[config.mk]
export PLATFORM = sky130hd
export DESIGN_NAME = six_axis_pose_slew_limiter_unit
export DESIGN_NICKNAME = d
export VERILOG_FILES = /design/src/sv/psl_pkg.sv /design/src/sv/six_axis_pose_slew_limiter_unit.sv /design/src/sv/psl_lane.sv /design/src/sv/psl_merge.sv /design/src/sv/psl_skid.sv
export SDC_FILE = /design/constraint.sdc
export NUM_CORES = 2
export LEC_CHECK = 0
export ABC_AREA = 1
export BUFFER_PORTS_ARGS = -buffer_cell sky130_fd_sc_hd__buf_4
export CELL_PAD_IN_SITES_DETAIL_PLACEMENT = 0
export CELL_PAD_IN_SITES_GLOBAL_PLACEMENT = 1
export CORE_AREA = 2 2 300 302
export CTS_CLUSTER_DIAMETER = 50
export CTS_CLUSTER_SIZE = 16
export DETAILED_ROUTE_END_ITERATION = 6
export DIE_AREA = 0 0 302 304
export PLACE_DENSITY_LB_ADDON = 0.05
export SLEW_MARGIN = 20
export SYNTH_ARGS = -nofsm -noshare
export SYNTH_HDL_FRONTEND = slang
export SYNTH_SLANG_ARGS = --single-unit
[constraint.sdc]
create_clock -name clock -period 24.2 [get_ports clock]
set_input_delay 2.42 -clock clock [delete_from_list [all_inputs] [get_ports clock]]
set_output_delay 2.42 -clock clock [all_outputs]
set_load 0.01 [all_outputs]
[src/sv/psl_pkg.sv]
// ----------------------------------------------------------------------------
// psl_pkg
// Shared types, codes and constants of the six-axis pose slew limiter.
// ----------------------------------------------------------------------------
package psl_pkg;

   localparam int NUM_AXES     = 6;
   localparam int NUM_POS_AXES = 3;
   localparam int COORD_W      = 16;
   localparam int STEP_W       = 15;
   localparam int COUNT_W      = 16;
   localparam int CSR_IDX_W    = 2;
   localparam int CSR_DATA_W   = 16;

   localparam logic [STEP_W-1:0]  POSITION_STEP_RESET = STEP_W'(64);
   localparam logic [STEP_W-1:0]  ANGLE_STEP_RESET    = STEP_W'(82);
   localparam logic [COUNT_W-1:0] MAX_STEPS_RESET     = COUNT_W'(1000);

   typedef logic signed [COORD_W-1:0] coord_type;

   typedef enum logic [2:0] {
      ACT_SET_CURRENT = 3'd0,
      ACT_SET_TARGET  = 3'd1,
      ACT_TICK        = 3'd2,
      ACT_STOP        = 3'd3,
      ACT_JUMP        = 3'd4,
      ACT_CLEAR       = 3'd5
   } action_type;

   typedef enum logic [CSR_IDX_W-1:0] {
      CSR_POSITION_STEP = 2'd0,
      CSR_ANGLE_STEP    = 2'd1,
      CSR_MAX_STEPS     = 2'd2
   } csr_index_type;

   typedef enum logic [2:0] {
      POSE_KEEP,
      POSE_INPUT,
      POSE_LANE,
      POSE_TARGET,
      POSE_ZERO
   } pose_sel_type;

   typedef enum logic [1:0] {
      TGT_KEEP,
      TGT_INPUT,
      TGT_ZERO
   } tgt_sel_type;

   typedef struct packed {
      logic [2:0] action;
      coord_type  in_x;
      coord_type  in_y;
      coord_type  in_z;
      coord_type  in_roll;
      coord_type  in_pitch;
      coord_type  in_yaw;
   } req_type;

   typedef struct packed {
      coord_type          out_x;
      coord_type          out_y;
      coord_type          out_z;
      coord_type          out_roll;
      coord_type          out_pitch;
      coord_type          out_yaw;
      logic               moving;
      logic [COUNT_W-1:0] step_count;
      logic               keep_going;
   } rsp_type;

   typedef struct packed {
      coord_type next_pos;
      logic      differs;
      logic      in_reach;
      logic      input_differs;
   } lane_res_type;

   typedef struct packed {
      pose_sel_type       pose_sel;
      tgt_sel_type        tgt_sel;
      logic               moving;
      logic [COUNT_W-1:0] count;
      logic               keep_going;
   } ctrl_type;

endpackage

[src/sv/six_axis_pose_slew_limiter_unit.sv]
// ----------------------------------------------------------------------------
// six_axis_pose_slew_limiter_unit
// Keeps a current and a target six-axis pose; on each tick action while
// moving it steps the current pose toward the target, or snaps it there.
// ----------------------------------------------------------------------------
// Every accepted beat returns exactly one result beat. A beat is taken in any
// cycle in which the skid stage is free, so one beat per clock is sustained;
// the result enters the result register, or the skid stage while earlier
// results still wait on the output stall. Six axis lanes evaluate the
// clamped move in parallel and a merging stage settles the new pose, the
// moving flag and the tick counter within the accepting cycle. Configuration
// writes take effect at once and should be made while no beat is in flight.
module six_axis_pose_slew_limiter_unit
   import psl_pkg::*;
(
   input  logic                  clock,
   input  logic                  reset,
   input  logic                  req_valid,
   output logic                  req_stall,
   input  req_type               req_data,
   output logic                  rsp_valid,
   input  logic                  rsp_stall,
   output rsp_type               rsp_data,
   input  logic                  csr_wr_en,
   input  logic [CSR_IDX_W-1:0]  csr_index,
   input  logic [CSR_DATA_W-1:0] csr_wdata
);

   logic [STEP_W-1:0]   position_step_ff;
   logic [STEP_W-1:0]   angle_step_ff;
   logic [COUNT_W-1:0]  max_steps_ff;
   coord_type           cur_ff [NUM_AXES];
   coord_type           cur_in [NUM_AXES];
   coord_type           tgt_ff [NUM_AXES];
   coord_type           tgt_in [NUM_AXES];
   coord_type           in_pose [NUM_AXES];
   logic                moving_ff;
   logic [COUNT_W-1:0]  count_ff;
   lane_res_type        lane_res [NUM_AXES];
   logic [NUM_AXES-1:0] differs;
   logic [NUM_AXES-1:0] in_reach;
   logic [NUM_AXES-1:0] input_differs;
   ctrl_type            ctrl;
   logic                accept;
   rsp_type             result;

   assign accept = req_valid && !req_stall;

   assign in_pose[0] = req_data.in_x;
   assign in_pose[1] = req_data.in_y;
   assign in_pose[2] = req_data.in_z;
   assign in_pose[3] = req_data.in_roll;
   assign in_pose[4] = req_data.in_pitch;
   assign in_pose[5] = req_data.in_yaw;

   for (genvar i = 0; i < NUM_AXES; i++) begin : g_lane
      psl_lane u_lane (
         .cur_pos (cur_ff[i]),
         .tgt_pos (tgt_ff[i]),
         .in_pos  (in_pose[i]),
         .step    ((i < NUM_POS_AXES) ? position_step_ff : angle_step_ff),
         .res     (lane_res[i])
      );
      assign differs[i]       = lane_res[i].differs;
      assign in_reach[i]      = lane_res[i].in_reach;
      assign input_differs[i] = lane_res[i].input_differs;
   end

   psl_merge u_merge (
      .action        (req_data.action),
      .moving_ff     (moving_ff),
      .count_ff      (count_ff),
      .max_steps_ff  (max_steps_ff),
      .differs       (differs),
      .in_reach      (in_reach),
      .input_differs (input_differs),
      .ctrl          (ctrl)
   );

   always_comb begin
      for (int i = 0; i < NUM_AXES; i++) begin
         case (ctrl.pose_sel)
            POSE_INPUT:  cur_in[i] = in_pose[i];
            POSE_LANE:   cur_in[i] = lane_res[i].next_pos;
            POSE_TARGET: cur_in[i] = tgt_ff[i];
            POSE_ZERO:   cur_in[i] = '0;
            default:     cur_in[i] = cur_ff[i];
         endcase
         case (ctrl.tgt_sel)
            TGT_INPUT: tgt_in[i] = in_pose[i];
            TGT_ZERO:  tgt_in[i] = '0;
            default:   tgt_in[i] = tgt_ff[i];
         endcase
      end
   end

   always_comb begin
      result.out_x      = cur_in[0];
      result.out_y      = cur_in[1];
      result.out_z      = cur_in[2];
      result.out_roll   = cur_in[3];
      result.out_pitch  = cur_in[4];
      result.out_yaw    = cur_in[5];
      result.moving     = ctrl.moving;
      result.step_count = ctrl.count;
      result.keep_going = ctrl.keep_going;
   end

   always_ff @(posedge clock) begin
      if (reset) begin
         position_step_ff <= POSITION_STEP_RESET;
         angle_step_ff    <= ANGLE_STEP_RESET;
         max_steps_ff     <= MAX_STEPS_RESET;
         moving_ff        <= 1'b0;
         count_ff         <= '0;
         for (int i = 0; i < NUM_AXES; i++) begin
            cur_ff[i] <= '0;
            tgt_ff[i] <= '0;
         end
      end else begin
         if (csr_wr_en) begin
            case (csr_index)
               CSR_POSITION_STEP: position_step_ff <= csr_wdata[STEP_W-1:0];
               CSR_ANGLE_STEP:    angle_step_ff    <= csr_wdata[STEP_W-1:0];
               CSR_MAX_STEPS:     max_steps_ff     <= csr_wdata[COUNT_W-1:0];
               default: begin
               end
            endcase
         end
         if (accept) begin
            moving_ff <= ctrl.moving;
            count_ff  <= ctrl.count;
            for (int i = 0; i < NUM_AXES; i++) begin
               cur_ff[i] <= cur_in[i];
               tgt_ff[i] <= tgt_in[i];
            end
         end
      end
   end

   psl_skid u_skid (
      .clock     (clock),
      .reset     (reset),
      .in_valid  (accept),
      .in_data   (result),
      .in_stall  (req_stall),
      .out_valid (rsp_valid),
      .out_stall (rsp_stall),
      .out_data  (rsp_data)
   );

endmodule

[src/sv/psl_lane.sv]
// ----------------------------------------------------------------------------
// psl_lane
// One axis: clamped move toward the target and the per-axis status flags.
// ----------------------------------------------------------------------------
module psl_lane
   import psl_pkg::*;
(
   input  coord_type         cur_pos,
   input  coord_type         tgt_pos,
   input  coord_type         in_pos,
   input  logic [STEP_W-1:0] step,
   output lane_res_type      res
);

   logic signed [COORD_W:0] diff;
   logic        [COORD_W:0] abs_diff;
   logic        [COORD_W:0] lim;
   logic signed [COORD_W:0] moved_pos;

   assign diff     = {tgt_pos[COORD_W-1], tgt_pos} - {cur_pos[COORD_W-1], cur_pos};
   assign abs_diff = diff[COORD_W] ? (COORD_W+1)'(0) - diff : diff;
   assign lim      = {{(COORD_W+1-STEP_W){1'b0}}, step};
   assign moved_pos = diff[COORD_W] ? {cur_pos[COORD_W-1], cur_pos} - lim
                                    : {cur_pos[COORD_W-1], cur_pos} + lim;

   always_comb begin
      res.differs       = (diff != '0);
      res.input_differs = (in_pos != cur_pos);
      // The remaining distance after a move is below one step exactly when the
      // distance before it is below two steps.
      res.in_reach      = ({1'b0, abs_diff} < {lim, 1'b0});
      if (!res.differs) begin
         res.next_pos = cur_pos;
      end else if (abs_diff < lim) begin
         res.next_pos = tgt_pos;
      end else begin
         res.next_pos = moved_pos[COORD_W-1:0];
      end
   end

endmodule

[src/sv/psl_merge.sv]
// ----------------------------------------------------------------------------
// psl_merge
// Combines the lane flags with the action and the motion state into the
// update decision for one beat.
// ----------------------------------------------------------------------------
module psl_merge
   import psl_pkg::*;
(
   input  logic [2:0]          action,
   input  logic                moving_ff,
   input  logic [COUNT_W-1:0]  count_ff,
   input  logic [COUNT_W-1:0]  max_steps_ff,
   input  logic [NUM_AXES-1:0] differs,
   input  logic [NUM_AXES-1:0] in_reach,
   input  logic [NUM_AXES-1:0] input_differs,
   output ctrl_type            ctrl
);

   always_comb begin
      ctrl.pose_sel   = POSE_KEEP;
      ctrl.tgt_sel    = TGT_KEEP;
      ctrl.moving     = moving_ff;
      ctrl.count      = count_ff;
      ctrl.keep_going = 1'b0;
      case (action)
         ACT_SET_CURRENT: begin
            ctrl.pose_sel = POSE_INPUT;
         end
         ACT_SET_TARGET: begin
            ctrl.tgt_sel = TGT_INPUT;
            ctrl.moving  = |input_differs;
            ctrl.count   = '0;
         end
         ACT_TICK: begin
            if (moving_ff) begin
               if (count_ff >= max_steps_ff) begin
                  ctrl.pose_sel = POSE_TARGET;
                  ctrl.moving   = 1'b0;
               end else begin
                  ctrl.count = count_ff + COUNT_W'(1);
                  if (!(|differs) || (&in_reach)) begin
                     ctrl.pose_sel = POSE_TARGET;
                     ctrl.moving   = 1'b0;
                  end else begin
                     ctrl.pose_sel   = POSE_LANE;
                     ctrl.keep_going = 1'b1;
                  end
               end
            end
         end
         ACT_STOP: begin
            ctrl.moving = 1'b0;
         end
         ACT_JUMP: begin
            ctrl.pose_sel = POSE_TARGET;
            ctrl.moving   = 1'b0;
         end
         ACT_CLEAR: begin
            ctrl.pose_sel = POSE_ZERO;
            ctrl.tgt_sel  = TGT_ZERO;
            ctrl.moving   = 1'b0;
            ctrl.count    = '0;
         end
         default: begin
            ctrl.pose_sel = POSE_KEEP;
         end
      endcase
   end

endmodule

[src/sv/psl_skid.sv]
// ----------------------------------------------------------------------------
// psl_skid
// Result register with a skid stage, so the input side never waits on the
// output stall in the same cycle.
// ----------------------------------------------------------------------------
module psl_skid
   import psl_pkg::*;
(
   input  logic    clock,
   input  logic    reset,
   input  logic    in_valid,
   input  rsp_type in_data,
   output logic    in_stall,
   output logic    out_valid,
   input  logic    out_stall,
   output rsp_type out_data
);

   logic    main_valid_ff;
   logic    main_valid_in;
   rsp_type main_ff;
   rsp_type main_in;
   logic    skid_valid_ff;
   logic    skid_valid_in;
   rsp_type skid_ff;
   rsp_type skid_in;
   logic    out_fire;
   logic    in_fire;

   assign in_stall  = skid_valid_ff;
   assign out_valid = main_valid_ff;
   assign out_data  = main_ff;
   assign out_fire  = main_valid_ff && !out_stall;
   assign in_fire   = in_valid && !skid_valid_ff;

   always_comb begin
      main_valid_in = main_valid_ff;
      main_in       = main_ff;
      skid_valid_in = skid_valid_ff;
      skid_in       = skid_ff;
      if (skid_valid_ff) begin
         if (out_fire) begin
            main_in       = skid_ff;
            skid_valid_in = 1'b0;
         end
      end else if (!main_valid_ff || out_fire) begin
         main_valid_in = in_fire;
         main_in       = in_data;
      end else if (in_fire) begin
         skid_valid_in = 1'b1;
         skid_in       = in_data;
      end
   end

   always_ff @(posedge clock) begin
      if (reset) begin
         main_valid_ff <= 1'b0;
         skid_valid_ff <= 1'b0;
      end else begin
         main_valid_ff <= main_valid_in;
         skid_valid_ff <= skid_valid_in;
      end
      main_ff <= main_in;
      skid_ff <= skid_in;
   end

endmodule

==> summary.md <==
| Metric | Value |
|---|---|
| Clock skew | `0.02896 ns` |
| Initial antenna violation count | `3` |
| Worst hold path startpoint | `max_steps_ff[14]` |
| Fraction of registers with async set/reset | `0%` |
| Total power | `4036 µW` |
| Max clock buf depth | `3` |
| Leakage | `0.02465 µW` |
| CTS clk-pin slew, worst paths | `0.06 ns` |
| Number of global-route vias before repair | `40,367` |
| Placeable Area | `89,050 µm²` |
| R2R Path End | `u_skid.out_data[57]` |
| Initial core utilization | `49.33%` |
| Post-synth top area cell | `edfxtp_1` |
| Internal power | `2266 µW` |
| Final critical-path share of the clock period | `34.48%` |
| First-pass GRT wire length | `253,000 µm` |
| Crit Path Max Fanout | `56` |
| Top-count cell post-synth | `nand2_1` |
| Worst reg2reg path depth | `32` |
| CTS root buf | `clkbuf_16` |
| RSZ-0062 raised after global routing | `false` |
| Worst slew pin tran | `1.115 ns` |
| Pwr dens | `82.34 nW/µm²` |
| Warning count from the yosys run | `0` |
| Cts hold-fix bufs | `0` |
| Minimum clock period | `8.345 ns` |
| Main synth FF type | `edfxtp_1` |
| Postcts setup bufs | `0` |
| Vias | `42,864` |
| Critical path arrival | `8.86 ns` |
| Full die area | `91,810 µm²` |
| Layout area overhead | `11.60%` |
| Synth top cells by count | `1,887 x nand2_1, 928 x inv_1, 420 x edfxtp_1` |
| # Max-Cap Violations | `0` |
| Net Sw Frac | `43.87%` |
| Max Slew Vio Count | `0` |
| Cell count after synthesis | `6,185` |
| Post-CTS resize count | `0` |
| Critical path's slowest cell | `buf_4` |
| GP Congestion | `0.9787` |
| Port buffer count | `237` |
| Htree depth | `3` |
| Global route overflow | `0` |
| DR pass1 iterations | `7` |
| DRC viols | `0` |
| Syn nets | `6,698` |
| Per-cell routed wire length | `22.68 µm` |
| Final hold viol count | `0` |
| Hold Path Class | `reg -> reg` |
| Netlist cell types | `55` |
| Logic gate share of total power | `48.0%` |
| Routed vias/inst | `5.666` |
| Hold-critical path depth | `2` |
| Antenna-violating nets left | `0` |
| Clk pwr share | `26.1%` |
| Hold worst-path end | `max_steps_ff[14]` |
| Syn Area/Cell | `7.102 µm²` |
| Die height | `304 µm` |
| Setup_tns | `0 ns` |
| WS Path Type | `reg -> reg` |
| Endpoints failing setup | `0` |
| CTS tree | `built` |
| Sequential power share | `25.9%` |
| Die X | `302 µm` |
| CP endpoint kind | `flop` |
| CTS Buf Count | `72` |
| Worst skew pair latency | `0.65 ns` |
| Post-synth EDFFs | `420` |
| Initial drt markers | `4,238` |
| Final HPWL DP | `128,400 µm` |
| Crit path launch type | `flop` |
| Yosys top cell area share | `28.71%` |
| Largest net degree at the start of global routing | `72` |
| WL final | `171,600 µm` |
| Mapped cell area | `43,920 µm²` |
| Fmax achieved | `0.1198 GHz` |
| GRT Overall Usage | `36.56%` |
| Max incr delay on CP | `0.86 ns` |
| # nets final | `6,842` |
| Synth area leaders | `edfxtp_1 29%, nand2_1 16%, ha_1 11%` |
| Final core occ | `55.05%` |
| Post-synthesis sequential area ratio | `31.68%` |
| Number of I/O pins | `238` |
| Layout cells sized above 1 | `8.751%` |
| P_sw | `1771 µW` |
| Register bit total from synthesis | `485` |
| Flop2flop setup slack | `15.86 ns` |
| CP most frequent cell | `nand2_1` |
| Outcome | `finished, final reports clean` |
| Critical Path RT | `24.71 ns` |
| Row Count | `110` |
| Sink Count | `485` |
| RR Startpoint | `cur_ff[0][0]` |
| Slew headroom | `25.64%` |
| Max rail drop VDD | `53.37 µV` |
[worst max path at each step]
stage / start / to / depth (start not counted)
after global routing: cur_ff[4][0] / u_skid.out_data[70] / 31
after CTS: cur_ff[4][0] / u_skid.out_data[75] / 31
after floorplan: req_data[96] / tgt_ff[0][0] / 4
after global placement: cur_ff[4][12] / u_skid.out_data[57] / 29
after detailed placement: cur_ff[4][0] / u_skid.out_data[75] / 31
final: cur_ff[0][0] / u_skid.out_data[57] / 32
[final cells by class]
type                       instances  area [µm²]
multi-input combinational       4544       25590
clock buffer                      87        1922
fill                            8708       40030
sequential                       485       13920
clock inverter                    46       459.2
timing repair buffer             276        2085
tap                             1176        1471
antenna                            1       2.502
inverter                         950        3571
[power groups by stage]
stage	sequential, µW	combinational (µW)	clock [µW]
6_report	1040	1940	1050
5_1_grt	1050	2170	1090
4_1_cts	1040	1910	1060
3_5_place_dp	1060	1900	0
3_3_place_gp	1060	1880	0
2_1_floorplan	1050	1350	0
[cell families after synthesis]
kind of cell               share of synthesized area, %
DFF                                               31.68
and+or+nand+nor                                   32.31
buffers and inverters                             10.33
adders and majority gates                         11.34
AOI/OAI and AO/OA                                 8.708
xor gates and xnor gates                          5.632
[worst max-delay path: cells and delay by family, from the launching register on]
family                     cells  cell delay, ns
AOI/OAI and AO/OA              2            0.32
xor gates and xnor gates       1            0.18
buffers and inverters          4            1.79
DFF                            1            0.45
adders and majority gates      3            0.81
and+or+nand+nor               22            4.60
[flip-flops by register name, indices dropped and copies added (netlist names)]
name,flops
angle_step_ff,15
count_ff,16
cur_ff,96
max_steps_ff,16
moving_ff,1
position_step_ff,15
tgt_ff,96
u_skid.in_stall,1
u_skid.out_data,114
u_skid.out_valid,1
u_skid.skid_ff,114
[through the flow]
stage	area, µm²	cells	hold WS, ns	setup slack, ns
after global placement	46600	7430	0.4527	16.07
after floorplan	43920	6185	0.4353	14.02
final	49020	7565	0.4635	15.86
after global routing	49020	7564	0.4786	15.22
after CTS	48990	7563	0.4665	16.02
after detailed placement	46600	7430	0.4585	16.05
[metal layers]
layer / vias to the layer above / GRT usage, % / share of wire [%]
li1: 20686 / - / -
met1: 20041 / 48.38 / 42
met2: 1804 / 58.50 / 45
met3: 329 / 6.190 / 8.3
met4: 4 / 16.14 / 4.8
met5: - / 0 / 0.015
[layout by cell type (no fill, tap or decap), types with 236 or more instances in the layout]
| cell | synthesis | final |
|---|---|---|
| nand2_1 | 1887 | 1885 |
| nand3_1 | 418 | 418 |
| inv_1 | 928 | 926 |
| o21ai_0 | 254 | 253 |
| buf_4 | 7 | 275 |
| nand4_1 | 236 | 236 |
| ha_1 | 379 | 379 |
| edfxtp_1 | 420 | 420 |
| a21oi_1 | 272 | 271 |
| nor2_1 | 361 | 357 |
Power figures use the tool's default switching activity.
